File: src/sv/bounded_ordered_list_engine_unit_macros.svh
`ifndef BOUNDED_ORDERED_LIST_ENGINE_UNIT_MACROS_SVH
`define BOUNDED_ORDERED_LIST_ENGINE_UNIT_MACROS_SVH

// Same-cycle implication, checked outside reset
`define BOLE_ASSERT_SAME(label, clk, rstn, ante, cons, msg) \
    label: assert property (@(posedge clk) disable iff (!(rstn)) (ante) |-> (cons)) \
        else $error(msg);

// Next-cycle implication, checked outside reset
`define BOLE_ASSERT_NEXT(label, clk, rstn, ante, cons, msg) \
    label: assert property (@(posedge clk) disable iff (!(rstn)) (ante) |=> (cons)) \
        else $error(msg);

`endif

File: src/sv/bole_pkg.sv
`timescale 1ns / 1ps

package bole_pkg;

    // Command codes
    localparam logic [2:0] CMD_INS_FRONT = 3'd0;
    localparam logic [2:0] CMD_INS_BACK  = 3'd1;
    localparam logic [2:0] CMD_SEARCH    = 3'd2;
    localparam logic [2:0] CMD_REMOVE    = 3'd3;
    localparam logic [2:0] CMD_CLEAR     = 3'd4;

    // Result status codes
    localparam logic [1:0] STAT_DONE      = 2'd0;
    localparam logic [1:0] STAT_FULL      = 2'd1;
    localparam logic [1:0] STAT_NOT_FOUND = 2'd2;

    typedef struct packed {
        logic [2:0]         cmd;
        logic signed [31:0] value;
    } bole_in_t;

    typedef struct packed {
        logic [1:0] status;
        logic [3:0] match_position;
        logic [4:0] length;
    } bole_out_t;

    typedef enum logic [2:0] {
        ST_IDLE,
        ST_SCAN,
        ST_SHIFT_DN,
        ST_SHIFT_UP,
        ST_RESULT
    } bole_state_t;

endpackage

File: src/sv/bole_mem.sv
`timescale 1ns / 1ps

module bole_mem #(
    parameter int DEPTH = 16,
    parameter int AW    = 4
) (
    input  logic          aclk,
    input  logic          wr_en,
    input  logic [AW-1:0] wr_addr,
    input  logic [31:0]   wr_data,
    input  logic          rd_en,
    input  logic [AW-1:0] rd_addr,
    output logic [31:0]   rd_data
);

    logic [31:0] mem [DEPTH];
    logic [31:0] rd_data_reg;

    // Write port
    always_ff @(posedge aclk) begin
        if (wr_en) begin
            mem[wr_addr] <= wr_data;
        end
    end

    // Registered read port
    always_ff @(posedge aclk) begin
        if (rd_en) begin
            rd_data_reg <= mem[rd_addr];
        end
    end

    assign rd_data = rd_data_reg;

endmodule

File: src/sv/bole_ctrl.sv
`timescale 1ns / 1ps

module bole_ctrl import bole_pkg::*; #(
    parameter int CAPACITY = 16,
    parameter int IDX_W    = 4,
    parameter int CNT_W    = 5
) (
    input  logic             aclk,
    input  logic             aresetn,
    input  logic             s_valid,
    output logic             s_ready,
    input  bole_in_t         s_item,
    output logic             res_valid,
    input  logic             res_ready,
    output bole_out_t        res_item,
    output logic [CNT_W-1:0] count,
    output logic             mem_wr_en,
    output logic [IDX_W-1:0] mem_wr_addr,
    output logic [31:0]      mem_wr_data,
    output logic             mem_rd_en,
    output logic [IDX_W-1:0] mem_rd_addr,
    input  logic [31:0]      mem_rd_data
);

    bole_state_t      state_reg, state_next;
    logic [2:0]       cmd_reg, cmd_next;
    logic [31:0]      val_reg, val_next;
    logic [CNT_W-1:0] count_reg, count_next;
    logic [CNT_W-1:0] ptr_reg, ptr_next;
    logic             chk_valid_reg, chk_valid_next;
    logic [IDX_W-1:0] chk_idx_reg, chk_idx_next;
    logic [IDX_W-1:0] pos_reg, pos_next;
    logic [1:0]       status_reg, status_next;

    logic             full;
    logic             hit;
    logic [IDX_W+3:0] pos_wide;
    logic [CNT_W+4:0] len_wide;

    assign full = (count_reg == CNT_W'(CAPACITY));
    // Shared equality compare against the entry fetched last cycle
    assign hit  = chk_valid_reg && (mem_rd_data == val_reg);

    // Control state
    always_ff @(posedge aclk) begin
        if (!aresetn) begin
            state_reg     <= ST_IDLE;
            count_reg     <= '0;
            chk_valid_reg <= 1'b0;
        end else begin
            state_reg     <= state_next;
            count_reg     <= count_next;
            chk_valid_reg <= chk_valid_next;
        end
    end

    // Working registers
    always_ff @(posedge aclk) begin
        cmd_reg     <= cmd_next;
        val_reg     <= val_next;
        ptr_reg     <= ptr_next;
        chk_idx_reg <= chk_idx_next;
        pos_reg     <= pos_next;
        status_reg  <= status_next;
    end

    // Sequencer
    always_comb begin
        state_next     = state_reg;
        cmd_next       = cmd_reg;
        val_next       = val_reg;
        count_next     = count_reg;
        ptr_next       = ptr_reg;
        chk_valid_next = chk_valid_reg;
        chk_idx_next   = chk_idx_reg;
        pos_next       = pos_reg;
        status_next    = status_reg;
        s_ready        = 1'b0;
        res_valid      = 1'b0;
        mem_wr_en      = 1'b0;
        mem_wr_addr    = '0;
        mem_wr_data    = val_reg;
        mem_rd_en      = 1'b0;
        mem_rd_addr    = '0;

        unique case (state_reg)
            ST_IDLE: begin
                s_ready = 1'b1;
                if (s_valid) begin
                    cmd_next       = s_item.cmd;
                    val_next       = s_item.value;
                    pos_next       = '0;
                    status_next    = STAT_DONE;
                    chk_valid_next = 1'b0;
                    ptr_next       = '0;
                    state_next     = ST_RESULT;
                    case (s_item.cmd)
                        CMD_INS_FRONT: begin
                            if (full) begin
                                status_next = STAT_FULL;
                            end else begin
                                ptr_next   = count_reg;
                                state_next = ST_SHIFT_UP;
                            end
                        end
                        CMD_INS_BACK: begin
                            if (full) begin
                                status_next = STAT_FULL;
                            end else begin
                                mem_wr_en   = 1'b1;
                                mem_wr_addr = count_reg[IDX_W-1:0];
                                mem_wr_data = s_item.value;
                                count_next  = count_reg + CNT_W'(1);
                            end
                        end
                        CMD_SEARCH, CMD_REMOVE: begin
                            state_next = ST_SCAN;
                        end
                        CMD_CLEAR: begin
                            count_next = '0;
                        end
                        default: begin
                            state_next = ST_RESULT;
                        end
                    endcase
                end
            end

            ST_SCAN: begin
                // Walk from the front, one read per cycle, compare each entry in the next cycle
                if (hit) begin
                    pos_next       = chk_idx_reg;
                    chk_valid_next = 1'b0;
                    if (cmd_reg == CMD_REMOVE) begin
                        ptr_next   = CNT_W'(chk_idx_reg) + CNT_W'(1);
                        state_next = ST_SHIFT_DN;
                    end else begin
                        state_next = ST_RESULT;
                    end
                end else if (ptr_reg < count_reg) begin
                    mem_rd_en      = 1'b1;
                    mem_rd_addr    = ptr_reg[IDX_W-1:0];
                    chk_valid_next = 1'b1;
                    chk_idx_next   = ptr_reg[IDX_W-1:0];
                    ptr_next       = ptr_reg + CNT_W'(1);
                end else begin
                    chk_valid_next = 1'b0;
                    status_next    = STAT_NOT_FOUND;
                    state_next     = ST_RESULT;
                end
            end

            ST_SHIFT_DN: begin
                // Close the gap: entry j moves to j-1
                if (chk_valid_reg) begin
                    mem_wr_en   = 1'b1;
                    mem_wr_addr = chk_idx_reg - IDX_W'(1);
                    mem_wr_data = mem_rd_data;
                end
                if (ptr_reg < count_reg) begin
                    mem_rd_en      = 1'b1;
                    mem_rd_addr    = ptr_reg[IDX_W-1:0];
                    chk_valid_next = 1'b1;
                    chk_idx_next   = ptr_reg[IDX_W-1:0];
                    ptr_next       = ptr_reg + CNT_W'(1);
                end else begin
                    chk_valid_next = 1'b0;
                    if (!chk_valid_reg) begin
                        count_next = count_reg - CNT_W'(1);
                        state_next = ST_RESULT;
                    end
                end
            end

            ST_SHIFT_UP: begin
                // Open a slot at the front: entry j moves to j+1, back to front
                if (chk_valid_reg) begin
                    mem_wr_en   = 1'b1;
                    mem_wr_addr = chk_idx_reg + IDX_W'(1);
                    mem_wr_data = mem_rd_data;
                end
                if (ptr_reg != '0) begin
                    mem_rd_en      = 1'b1;
                    mem_rd_addr    = ptr_reg[IDX_W-1:0] - IDX_W'(1);
                    chk_valid_next = 1'b1;
                    chk_idx_next   = ptr_reg[IDX_W-1:0] - IDX_W'(1);
                    ptr_next       = ptr_reg - CNT_W'(1);
                end else begin
                    chk_valid_next = 1'b0;
                    if (!chk_valid_reg) begin
                        mem_wr_en   = 1'b1;
                        mem_wr_addr = '0;
                        mem_wr_data = val_reg;
                        count_next  = count_reg + CNT_W'(1);
                        state_next  = ST_RESULT;
                    end
                end
            end

            ST_RESULT: begin
                // Hold the result until the output stage takes it
                res_valid = 1'b1;
                if (res_ready) begin
                    state_next = ST_IDLE;
                end
            end

            default: begin
                state_next = ST_IDLE;
            end
        endcase
    end

    // Mask position and length to the result field widths
    assign pos_wide = {4'b0, pos_reg};
    assign len_wide = {5'b0, count_reg};

    assign res_item.status         = status_reg;
    assign res_item.match_position = pos_wide[3:0];
    assign res_item.length         = len_wide[4:0];
    assign count                   = count_reg;

endmodule

File: src/sv/bounded_ordered_list_engine_unit.sv
`timescale 1ns / 1ps
`include "bounded_ordered_list_engine_unit_macros.svh"

// Ordered list of up to CAPACITY signed 32-bit values held in a RAM with one registered
// read port, driven by one command per input beat (insert front, insert back, search,
// remove first match, clear) and returning exactly one result beat per command. The block
// takes one command at a time and is not ready while it works. Insert back, clear, a
// rejected insert and unused codes go straight to the result. Search fetches the entries
// one per cycle through the read port and compares each in the next cycle against the search
// value. Remove, after the match, moves each later entry down one slot, then writes the
// last moved entry and updates the length. Insert front moves every entry up one slot
// from the back through the same read port before writing the new front. The next
// command can be accepted in the cycle after the result is loaded into the output register.
// A finished result sits in the output register, so the next command runs while it waits
// to be taken; a second result holds the block until the first is taken.
// RAM contents need no clearing after reset; only slots below the length are read.
module bounded_ordered_list_engine_unit import bole_pkg::*; #(
    parameter int CAPACITY = 16
) (
    input  logic      aclk,
    input  logic      aresetn,
    input  logic      s_valid,
    output logic      s_ready,
    input  bole_in_t  s_data,
    output logic      m_valid,
    input  logic      m_ready,
    output bole_out_t m_data
);

    localparam int IDX_W = $clog2(CAPACITY);
    localparam int CNT_W = $clog2(CAPACITY + 1);

    logic             res_valid;
    logic             res_ready;
    bole_out_t        res_item;
    logic [CNT_W-1:0] count;
    logic             mem_wr_en;
    logic [IDX_W-1:0] mem_wr_addr;
    logic [31:0]      mem_wr_data;
    logic             mem_rd_en;
    logic [IDX_W-1:0] mem_rd_addr;
    logic [31:0]      mem_rd_data;

    logic             m_valid_reg, m_valid_next;
    bole_out_t        m_data_reg, m_data_next;

    bole_ctrl #(
        .CAPACITY (CAPACITY),
        .IDX_W    (IDX_W),
        .CNT_W    (CNT_W)
    ) u_ctrl (
        .aclk        (aclk),
        .aresetn     (aresetn),
        .s_valid     (s_valid),
        .s_ready     (s_ready),
        .s_item      (s_data),
        .res_valid   (res_valid),
        .res_ready   (res_ready),
        .res_item    (res_item),
        .count       (count),
        .mem_wr_en   (mem_wr_en),
        .mem_wr_addr (mem_wr_addr),
        .mem_wr_data (mem_wr_data),
        .mem_rd_en   (mem_rd_en),
        .mem_rd_addr (mem_rd_addr),
        .mem_rd_data (mem_rd_data)
    );

    bole_mem #(
        .DEPTH (CAPACITY),
        .AW    (IDX_W)
    ) u_mem (
        .aclk    (aclk),
        .wr_en   (mem_wr_en),
        .wr_addr (mem_wr_addr),
        .wr_data (mem_wr_data),
        .rd_en   (mem_rd_en),
        .rd_addr (mem_rd_addr),
        .rd_data (mem_rd_data)
    );

    // Output register: load when empty or being drained
    assign res_ready = !m_valid_reg || m_ready;

    always_comb begin
        m_valid_next = m_valid_reg;
        m_data_next  = m_data_reg;
        if (res_valid && res_ready) begin
            m_valid_next = 1'b1;
            m_data_next  = res_item;
        end else if (m_ready) begin
            m_valid_next = 1'b0;
        end
    end

    always_ff @(posedge aclk) begin
        if (!aresetn) begin
            m_valid_reg <= 1'b0;
        end else begin
            m_valid_reg <= m_valid_next;
        end
    end

    always_ff @(posedge aclk) begin
        m_data_reg <= m_data_next;
    end

    assign m_valid = m_valid_reg;
    assign m_data  = m_data_reg;

    // Checks
    `BOLE_ASSERT_SAME(a_count_bound, aclk, aresetn, 1'b1, count <= CNT_W'(CAPACITY), "length over cap")
    `BOLE_ASSERT_SAME(a_one_at_a_time, aclk, aresetn, s_ready, !res_valid, "accept with result pending")
    `BOLE_ASSERT_NEXT(a_result_loads, aclk, aresetn, res_valid && res_ready, m_valid, "result not loaded")

endmodule

File: config.mk
export PLATFORM = sky130hd
export DESIGN_NAME = bounded_ordered_list_engine_unit
export DESIGN_NICKNAME = d
export VERILOG_FILES = /design/src/sv/bole_pkg.sv /design/src/sv/bole_mem.sv /design/src/sv/bole_ctrl.sv /design/src/sv/bounded_ordered_list_engine_unit.sv
export VERILOG_INCLUDE_DIRS = /design/src /design/src/sv
export SDC_FILE = /design/constraint.sdc
export NUM_CORES = 1
export LEC_CHECK = 0
export ABC_AREA = 0
export BUFFER_PORTS_ARGS = -buffer_cell sky130_fd_sc_hd__buf_2
export CAP_MARGIN = 20
export CORE_ASPECT_RATIO = 1.4
export CORE_MARGIN = 1
export CORE_UTILIZATION = 40
export CTS_BUF_LIST = sky130_fd_sc_hd__clkbuf_4 sky130_fd_sc_hd__clkbuf_8 sky130_fd_sc_hd__clkbuf_16
export DETAILED_ROUTE_END_ITERATION = 10
export GPL_TIMING_DRIVEN = 0
export PLACE_DENSITY_LB_ADDON = 0.3
export SYNTH_ARGS = -nofsm -noshare
export SYNTH_HDL_FRONTEND = slang
export SYNTH_SLANG_ARGS = --single-unit
File: constraint.sdc
create_clock -name aclk -period 10.6 [get_ports aclk]
set_input_delay 1.06 -clock aclk [delete_from_list [all_inputs] [get_ports aclk]]
set_output_delay 1.06 -clock aclk [all_outputs]
set_load 0.05 [all_outputs]
Word level (Yosys, flattened, before mapping)

Memories as Yosys holds them, arrays and structs flattened. A register that Yosys moved wholly into a read port is not among the register bits.
Index checks and enable logic that the tools add are counted.

Add/subtract/negate cells: 8
Reduce and logical (&&, ||, !) cells: 22
Mux-type cells: 78
Equal/unequal tests: 25
$lt $le $gt $ge: 1

Operators with widths:

| kind                                                 | count |
|---|---|
| two-way mux 32 bit                                   | 6 |
| case mux 32 bit (3 select lines)                     | 1 |
| two-way mux 5 bit                                    | 13 |
| two-way mux 4 bit                                    | 15 |
| case mux 4 bit (3 select lines)                      | 3 |
| equality test 32 bit                                 | 1 |
| two-way mux 3 bit                                    | 9 |
| case mux 5 bit (4 select lines)                      | 1 |
| two-way mux 1 bit                                    | 17 |
| != test 2 bit (second input constant)                | 8 |
| equality test 3 x 2 -> 1 bit (second input constant) | 5 |
| case mux 3 bit (5 select lines)                      | 1 |
| case mux 5 bit (3 select lines)                      | 1 |
| adder 5 x 1 -> 5 bit (second input constant)         | 2 |
| case mux 5 bit (2 select lines)                      | 1 |
| subtractor 5 x 1 -> 5 bit (second input constant)    | 2 |
| != test 3 bit (second input constant)                | 3 |
| two-way mux 2 bit                                    | 4 |
| case mux 4 bit (2 select lines)                      | 1 |
| AND reduction 4 bit                                  | 2 |
| AND reduction 8 bit                                  | 1 |
| subtractor 4 x 1 -> 4 bit (second input constant)    | 2 |
| equality test 3 x 1 -> 1 bit (second input constant) | 2 |
| equality test 3 bit (second input constant)          | 2 |
| other kinds (22)                                     | 31 |

Memories kept: 1
RAM bits: 512
Register bits after elaboration: 71
Logic and storage cells: 148
Output and inout bits: 13
Input port bits: 39

Memory list:

| name      | depth | width | rd ports | clocked after Yosys merged registers in | wr ports | RTL line       | RTL |
|---|---|---|---|---|---|---|---|
| u_mem.mem | 16    | 32    | 1        | 1                                       | 1        | bole_mem.sv:16 | `logic [31:0] mem [DEPTH];` |

Depth between registers and ports, before layout

Gate-level depths: netlist (run 1).

Depth after elaboration: 7
Gate-level depth with buffers: 17
Depth with buffers taken out: 13

Modules after synthesis

From an unflattened synthesis (run 1), not the netlist that was laid out.

Cells, all modules: 1,276
Area total of the unflattened synthesis: 24,506.0 um^2

By module, submodules not included:

| module                           | seq. area each (um^2) | times used | cells each | area an instance (um^2) |
|---|---|---|---|---|
| bole_mem                         | 16,335.7              | 1          | 838        | 20,155.6 |
| bole_ctrl                        | 1,681.6               | 1          | 422        | 3,962.6 |
| bounded_ordered_list_engine_unit | 350.3                 | 1          | 16         | 387.9 |

Worst setup path after synthesis (run 1)

OpenSTA, ideal clock, no wires.

Path type: flip-flop to flip-flop
From: register u_ctrl.count_reg[2] (netlist: u_ctrl.count[2])
To: register u_mem.rd_data_reg[0] (netlist: u_mem.rd_data[0]) (read register of u_mem.mem) (enable)
Cell stages (with the launch flop): 10
Clock period less this slack: 4.717 ns
Setup time: 0.468 ns
Arrival: 4.249 ns
Buffers on the path: 2
Data required time: 10.132 ns
Slack: 5.883 ns
Path through: dfxtp_1 -> clkbuf_1 -> inv_1 -> ha_1 -> a21o_1 -> a31oi_1 -> o21a_1 -> clkbuf_1 -> inv_1 -> o21ai_0

Longest elaborated chain between the ends: 4
Elaborated cells between the ends (all ways): 7
Classes of those cells: 1 x order compare; 6 x mux

RTL lines:

| element                           | RTL line                               | RTL |
|---|---|---|
| start: declaration                | bole_ctrl.sv:28                        | `logic [CNT_W-1:0] count_reg, count_next;` |
| start signal: assignment          | bole_ctrl.sv:52                        | `count_reg <= count_next;` |
| < comparator 5 bit *              | bole_ctrl.sv:140, bole_ctrl.sv:160     |  |
| two-way mux 1 bit *               | bole_ctrl.sv:140, bole_ctrl.sv:160     |  |
| two-way mux 1 bit                 | bole_ctrl.sv:131                       | `if (hit) begin` |
| case mux 1 bit (3 select lines) * | bole_ctrl.sv:86                        | `unique case (state_reg)` |
| named net mem_rd_en               | bounded_ordered_list_engine_unit.sv:40 | `logic mem_rd_en;` |
| end: declaration                  | bole_mem.sv:17                         | `logic [31:0] rd_data_reg;` |

Mark *: on every way through the listed nets, which the timed path passes. The rest lies on a longest branch.
A chain may end at the register's enable or synchronous reset.

Final worst setup path (run 1)

From: register u_ctrl.count_reg[2] (netlist: u_ctrl.count[2])
To: register u_mem.rd_data_reg[4] (netlist: u_mem.rd_data[4]) (read register of u_mem.mem) (data pin)

Longest elaborated chain between the ends: 4
Elaborated cells between the ends (all ways): 7
Classes of those cells: 1 x order compare; 6 x mux

RTL lines:

| element                                                                                   | RTL line |
|---|---|
| < comparator 5 bit *                                                                      | bole_ctrl.sv:140, bole_ctrl.sv:160 |
| two-way mux 4 bit / two-way mux 1 bit (equally long branches)                             | bole_ctrl.sv:140, bole_ctrl.sv:160 |
| two-way mux 4 bit / two-way mux 1 bit (equally long branches)                             | bole_ctrl.sv:131 |
| case mux 4 bit (3 select lines) / case mux 1 bit (3 select lines) (equally long branches) | bole_ctrl.sv:86 |

Every way passes the cells marked *; elsewhere a longest branch is shown, timed or not.

==> summary by stage, run 1 <==
Floorplanning
The total area inside the core boundary comes to 0.0620 mm². The total number of placement rows is 108. For this design the top-level I/O count stands at 52.

The vertical die dimension is 298 µm. The die is 214 µm wide. The initial core utilization is 40.4%. The die covers 0.0637 mm².

Synth
After synthesis, the share of cell area in mux cells is 10.7%. The simple-gate share of the synthesized area is 4.28%. The most instantiated library cell after synthesis is sky130_fd_sc_hd__edfxtp_1.

The biggest area consumer among synthesized cells is sky130_fd_sc_hd__edfxtp_1. Sorting the synthesized cells by area gives the leading types as sky130_fd_sc_hd__edfxtp_1 (72%), sky130_fd_sc_hd__mux2i_1 (11%), sky130_fd_sc_hd__o22ai_1 (3.2%). The share of the Yosys chip area taken by registers is 73.2%. After synthesis, the largest area contributor takes up 72.4% of total cell area. Synthesis produced a netlist with a net count of 1590. Of the total synthesized cell area, the portion taken by full adders, half adders and majority gates is 0.698%. Yosys mapped a number of flops with a built-in enable equal to 605. In the synthesized netlist the async set-or-reset flop fraction comes to 0%. By area, the combinational part of the netlist is dominated by multiplexers. After synthesis the netlist holds a flip-flop and latch count of 615. The average instance in the mapped netlist occupies 16.3 µm². The xor and xnor area share after synthesis is 1.57%.

The area fraction in compound gates after synthesis is 6.78%. Summing every instance area after synthesis gives 0.0251 mm². The Yosys step of the flow raised 0 warnings.

The synthesized netlist contains 57 unique library cells. Among all flip-flop cells after synthesis, the most frequent one is sky130_fd_sc_hd__edfxtp_1. By count the netlist is led by sky130_fd_sc_hd__edfxtp_1 (605), sky130_fd_sc_hd__mux2i_1 (268), sky130_fd_sc_hd__o22ai_1 (129), sky130_fd_sc_hd__clkbuf_1 (51). Counting every instance in the synthesized netlist gives 1537.

Global route
The number of global-route vias before repair came to 14500. Entering global routing, the biggest net connects 23 pins. The overall routing resource usage is 21.4%.

The residual overflow from global routing is 0. The first global-routing pass estimated 97100 µm of wire. The number of antenna violations at the first check in global routing is 0.

STA
The worst path in the final design needs a cycle of 5.51 ns, including I/O delays and setup. The worst pin sits at a relative slew slack of 24.5%. For the pin with the worst max-slew slack, the measured transition is 1.12 ns. The final count of pins violating max slew is 0.

Setup violations remaining at the end of the flow were counted as 0. The final setup TNS is 0 ns. The number of endpoints with negative hold slack in the final report came to 0. Across the routed clock network, the largest skew measured is 0.0318 ns. Setup repair after global routing left no endpoint under its margin. Of the available clock period, the critical path in the final layout requires 52.0%.

Derived from the worst setup path, the maximum achievable clock frequency is 181 MHz.

Setup path
STA puts the critical path data required time at 10.95 ns. STA classifies the critical path endpoint as a flip-flop. The slack of the worst reg-to-reg path is 5.09 ns. The delay of the slowest cell on the worst path is 0.67 ns. The cell with the largest stage delay on the worst path is sky130_fd_sc_hd__clkbuf_1.

For the worst setup path, the data arrival time is 5.86 ns. Counting cells, the worst reg-to-reg path comes to 16. The type of the worst setup path is flip-flop to flip-flop.

The critical path startpoint is u_ctrl.count[2]. Walking the worst path, the cells encountered are clkbuf_1, inv_1, ha_1, a21o_1, a31oi_1, o21a_1, clkbuf_1, ha_1, inv_1, or3_1, o21ai_1, or3_1, clkbuf_1, clkbuf_1, o22ai_1, or4_1. The most numerous cell type found on the critical path is sky130_fd_sc_hd__clkbuf_1. The worst setup path endpoint is u_mem.rd_data[4]. The worst register-to-register path ends at u_mem.rd_data[4]. The biggest fanout along the worst timing path is 10. The category of the worst setup path launch point is a flip-flop.

The reg-to-reg critical path startpoint is u_ctrl.count[2].

Drt
The wire length reported by the detailed router is 68100 µm. The initial DRC count is 1526. The number of nets with antenna violations after detailed routing is 0. The detailed-router iteration count before antenna repair is 5. The routed via count divided by cell count is 5.72. In the routed design, unresolved DRC markers number 0. The detailed-route via count is 14600.

The average detailed-routed wire length per instance is 26.8 µm.

Finish
The number of antenna diodes in the final layout is 0. Compared with the post-synthesis result, the final layout area differs by 14.8%. The final net count is 1726. The number of filler instances in the final layout is 5285.

The register with the most flip-flops in the layout has 512 of them. The final standard cell count with taps included and fillers excluded is 2543. The fraction of final layout cells with drive strength greater than 1 is 13.5%.

The combined flip-flop and latch cell area is 0.0184 mm². Summing all multi-input logic gate instances after layout gives 0.00616 mm². The total non-filler cell area in the finished layout is 0.0288 mm².

Clocking
The total setup buffers inserted after CTS is 0. The number of resized instances in the post-cts repair step is 0. TritonCTS created 56 clock buffers. TritonCTS built the clock tree. The number of H-tree branching levels is 2. For this design, the CTS-stage hold fixing added 0 buffers. The clock tree root driver cell is sky130_fd_sc_hd__clkbuf_16. The clock network latency to the later pin of the worst-skew pair is 0.64 ns.

The longest clock path from root to sink contains 3 buffers. The sink count of the clock tree is 615. The post-CTS clock slew at the launch and capture registers of the worst setup and hold paths is 0.07 ns.

Place
The HPWL after detailed placement is 43200 µm. The number of placed instances, taps included, is 2440. The placed instances occupy a cell area of 0.0269 mm². The number of port buffers is 50. The routability congestion estimate from global placement is 0.913.

Hold path
The kind of path behind the tightest hold check is flip-flop to flip-flop.

Flow run
The max-capacitance violation count is 0.

Power
The worst voltage drop across the vdd grid is 0.000119 V. Dividing total power by cell area gives a power density of 183 mW/mm². The analysis attributes to cell leakage a power of 8.95 nW.

Status
The flow ran to the end, and the final reports show no timing, DRC or antenna violations.
[report_power, final]
group / switching, mW / internal, mW
Clock: 0.912 / 1.14
Combinational: 0.284 / 0.120
Sequential: 0.0252 / 2.78
[cells by family after synthesis]
family | after synthesis
simple gates | 202
compound gates | 256
xor+xnor | 45
mux | 268
buf+inv | 137
flops | 615
fa+ha+maj | 14
[stage by stage]
step           hold slack [ns]  util, %  setup slack [ns]  power, mW
2_1_floorplan            0.400        -              5.88       3.10
3_3_place_gp             0.401     42.5              2.28       3.24
3_5_place_dp             0.408     43.4              5.14       3.26
4_1_cts                  0.422     46.4              5.14       5.29
5_1_grt                  0.442     46.4              4.87       5.41
6_report                 0.420     46.4              5.09       5.27
[routing by layer]
layer	GRT usage, %	vias to the layer above	wire length [µm]
li1	-	6363	-
met1	26.5	7396	26300
met4	8.62	0	2480
met3	3.48	141	4710
met5	0	-	0
met2	37.0	652	34600
[final cells by class]
class                           count  share of cell area (%)
Clock buffer                       64                    5.07
Inverter                           50                   0.652
Sequential cell                   615                    63.8
Multi-Input combinational cell    785                    21.4
Buffer                             87                    1.76
Clock inverter                     39                    1.36
Timing Repair Buffer               78                    2.42
Tap cell                          825                    3.58
[critical path, delay by kind of cell, from the launching register on]
kind	cells	cell delay, ns
AOI/OAI and AO/OA	5	1.12
adders and majority gates	2	0.57
DFF	1	0.36
buffers and inverters	6	2.07
and+or+nand+nor	3	1.11
[how the worst min path moves through the flow]
stage	from	endpoint	slack, ns	depth (start not counted)
after CTS	u_ctrl.pos_reg[0]	m_data[5]	0.42	0
after detailed placement	u_ctrl.status_reg[1]	m_data[10]	0.41	0
after global routing	u_ctrl.pos_reg[1]	m_data[6]	0.44	0
final	u_ctrl.pos_reg[1]	m_data[6]	0.42	0
after floorplan	u_ctrl.status_reg[1]	m_data[10]	0.40	0
after global placement	u_ctrl.status_reg[0]	m_data[9]	0.40	0
[layout by cell type, fill, tap and decap left out, drive strengths merged, types with 6 or more instances in the layout]
cell type / count
nor2b: 7
nand2: 43
buf: 114
clkbuf: 115
mux2i: 268
or2: 6
xor2: 6
edfxtp: 605
a21oi: 20
o21a: 8
ha: 14
nand3: 13
a22oi: 13
and3: 7
bufinv: 6
o22ai: 129
nor2: 48
clkinv: 24
nor3: 11
nand4: 10
a222oi: 22
inv: 56
dfxtp: 10
or3: 6
o21ai: 35
or4: 32
nand2b: 8
xnor2: 39
(Power assumes the default switching activity.)
==> inputs of run 2 (changes only) <==
==> constraint.sdc (replaced) <==
create_clock -name aclk -period 5.4 [get_ports aclk]
set_input_delay 0.54 -clock aclk [delete_from_list [all_inputs] [get_ports aclk]]
set_output_delay 0.54 -clock aclk [all_outputs]
set_load 0.05 [all_outputs]
==> run 2 against run 1 <==
Via count is 0.24% lower. Flip-flop and latch count stayed put. Design area hardly changed. First-iteration DRC count is 1.4% higher. Die area stayed put. Global-route usage stayed put. Combinational power is 97% higher. Highest routed layer unchanged. Clock skew is 0.0079 ns lower.
==> summary by stage, run 2 (same netlist as run 1, synthesis figures left out) <==
Setup path
The length in cells of the worst reg-to-reg path is 16 (unchanged). The data required time at the worst endpoint was 5.75 ns (-5.20 ns). The data arrival at the endpoint of the critical path is 5.36 ns (-0.50 ns). In this run the critical register-to-register path is captured at u_mem.rd_data[4]. The worst register-to-register path begins at u_ctrl.count[2]. The cell with the largest stage delay on the worst path is sky130_fd_sc_hd__or4_1. The signal on the critical path passes through clkbuf_1, inv_1, ha_1, a21o_1, a31oi_1, o21a_1, clkbuf_2, ha_1, inv_1, or3_1, o21ai_1, or3_1, clkbuf_1, clkbuf_2, o22ai_1, or4_1. The delay of the slowest cell on the worst path is 0.57 ns (-0.10 ns). The slack of the worst reg-to-reg path is 0.39 ns (-4.70 ns). The biggest fanout along the worst timing path is 10 (unchanged). The type of the worst setup path is flip-flop to flip-flop. The endpoint type of the worst setup path is a flip-flop. The category of the worst setup path launch point is a flip-flop.

STA
The headroom to the max-slew limit is 27.6% (+3.1 points). The final worst-path setup slack is 0.391 ns (-4.70 ns). The upper clock frequency limit is 200 MHz (+10%). The final worst clock skew is 0.0239 ns (-0.00789 ns).

Setup repair after global routing left no endpoint under its margin. The count of final setup violators is 0 (unchanged). The transition time at the pin with the least slew margin was 1.07 ns (-0.0454 ns). The number of endpoints with negative hold slack in the final report is 0 (unchanged). The final count of pins violating max slew came to 0 (unchanged). The part of the cycle the worst path needs is 92.8% (+41 points). The clock period minus final worst setup slack is 5.01 ns (-0.504 ns).

Power
The leakage dissipation is 8.98 nW (+0.26%). The worst voltage drop across the vdd grid was 0.000235 V (+98%). The power density of the placed cells is 359 mW/mm² (+96%).

Global route
The residual overflow from global routing was 0 (unchanged). The routing usage on met2 is 37.0% (unchanged). The overall routing resource usage is 21.4% (unchanged). The number of global-route vias before repair is 14500 (unchanged). The met3 track demand over resource in global routing is 3.48% (unchanged).

The number of antenna violations at the first check in global routing is 0 (unchanged). The global-route wire length before repair was 97100 µm (unchanged). The largest net degree at the start of global routing is 23 (unchanged). After global routing, the most crowded layer is met2. The met1 usage in global routing was 26.5% (unchanged).

Clocking
TritonCTS built the clock tree. The post-CTS clock slew at the launch and capture registers of the worst setup and hold paths is 0.06 ns (about the same). The number of H-tree branching levels is 2 (unchanged). The number of buffers added by the clock tree synthesis step is 56 (unchanged). The total setup buffers inserted after CTS is 0 (unchanged).

The clock network latency to the later pin of the worst-skew pair is 0.63 ns (about the same). The buffer depth of the longest clock path is 3 (unchanged). The sink count of the clock tree is 615 (unchanged).

The clock tree root driver cell is sky130_fd_sc_hd__clkbuf_16.

Finish
The area overhead of the layout relative to synthesis is 14.8% (about the same). The final standard cell count with taps included and fillers excluded came to 2543 (unchanged). The flip-flop count of the largest register after layout is 512 (unchanged). The final antenna diode count came to 0 (unchanged).

In the layout the commonest cells are sky130_fd_sc_hd__edfxtp_1 (605), sky130_fd_sc_hd__mux2i_1 (268), sky130_fd_sc_hd__o22ai_1 (129). The final net count is 1726 (unchanged). The fraction of final layout cells with drive strength greater than 1 was 14.0% (+0.52 points).

The number of filler instances in the final layout was 5287 (+0.038%). Leaving out fill and tap cells, the most frequent cell in the layout is sky130_fd_sc_hd__edfxtp_1. The final design utilization is 46.5% (about the same).

Drt
The detailed-route via count is 14500 (-0.24%). The number of nets with antenna violations after detailed routing is 0 (unchanged). The routed via count divided by cell count is 5.71 (-0.24%). The initial DRC count is 1547 (+1.4%).

The DRC violation count after routing is 0 (unchanged). The average detailed-routed wire length per instance was 26.7 µm (-0.13%). The wire length reported by the detailed router is 68000 µm (-0.13%).

The detailed-router iteration count before antenna repair is 7 (+2).

Floorplanning
The vertical die dimension was 298 µm (unchanged). The die footprint was 0.0637 mm² (unchanged). The core footprint was 0.0620 mm² (unchanged). The total number of placement rows is 108 (unchanged).

The horizontal extent of the die was 214 µm (unchanged). The initial core utilization was 40.4% (unchanged). The boundary pin count is 52 (unchanged).

Hold path
The startpoint identified for the worst hold timing path is s_data[11]. The number of cells traversed by the worst hold path is 1 (+1). The endpoint of the worst hold path is u_ctrl.val_reg[11].

The kind of path behind the tightest hold check is input port to flip-flop.

Place
The count of placed standard cells including taps is 2440 (unchanged). The number of port buffers is 50 (unchanged). The HPWL after detailed placement is 43200 µm (unchanged).

The pre-CTS worst setup slack came to -0.0581 ns (-5.20 ns). The routability congestion estimate from global placement is 0.913 (unchanged).

Flow run
The max-capacitance violation count is 0 (unchanged).

Status
The flow ran to the end, and the final reports show no timing, DRC or antenna violations.
-- run 2: cell counts in the layout (fill, tap and decap cells not counted) --
Identical to the previous run, type by type.
-- run 2: critical path, delay by kind of cell (launching register included) --
| kind | cells | cell delay [ns] |
|---|---|---|
| AND/OR/NAND/NOR | 3 | 1.11 |
| flip-flops | 1 | 0.36 |
| AO/OA/AOI/OAI | 5 | 1.06 |
| adder cells (fa/ha/maj) | 2 | 0.52 |
| buffers and inverters | 6 | 1.68 |
-- run 2: through the flow --
step	total power, mW	hold WS, ns	TNS [ns]	cell area [µm²]
after CTS	10.4	0.0740	0	28800
final	10.3	0.0972	0	28800
after detailed placement	6.40	0.408	-0.183	26900
after global routing	10.6	0.0791	0	28800
after floorplan	6.09	0.400	0	25100
after global placement	6.35	0.401	-531.08	26400
-- run 2: timing repair --
item / 4_1_cts / 5_1_grt
endpoints found under the setup margin: 12 / 30
cloned: 0 / 0
hold buffers: 0 / 0
gates resized for setup: 2 / 14
-- run 2: power breakdown --
group          leakage, nW  total, mW  internal, mW  switching, mW
combinational         2.49      0.795         0.236          0.559
sequential            5.56       5.51          5.46         0.0494
clock                0.921       4.03          2.25           1.79
-- run 2: metal layers --
| metal | up-vias | share of wire [%] |
|---|---|---|
| met5 | - | 0 |
| li1 | 6358 | - |
| met4 | 0 | 3.6 |
| met3 | 136 | 7.4 |
| met2 | 647 | 51 |
| met1 | 7376 | 38 |
-- run 2: worst max path at each step --
stage,from,to,slack (ns),depth (start not counted)
global placement,u_ctrl.count[2],u_mem.rd_data[21],-2.92,9
global route,u_ctrl.count[2],u_mem.rd_data[5],0.20,16
detailed placement,u_ctrl.count[2],u_mem.rd_data[12],-0.06,16
CTS,u_ctrl.count[2],u_mem.rd_data[25],0.02,16
floorplan,u_ctrl.count[2],u_mem.rd_data[0],0.68,9
finish,u_ctrl.count[2],u_mem.rd_data[4],0.39,16
-- run 2: cell type report --
cell class / count / area (µm²) / share of cell area [%]
buffer: 87 / 517 / 1.79
multi-input combinational: 785 / 6160 / 21.4
tap: 825 / 1030 / 3.58
clock buffer: 64 / 1460 / 5.07
sequential: 615 / 18400 / 63.7
inverter: 50 / 188 / 0.651
clock inverter: 39 / 390 / 1.35
timing repair buffer: 78 / 697 / 2.42
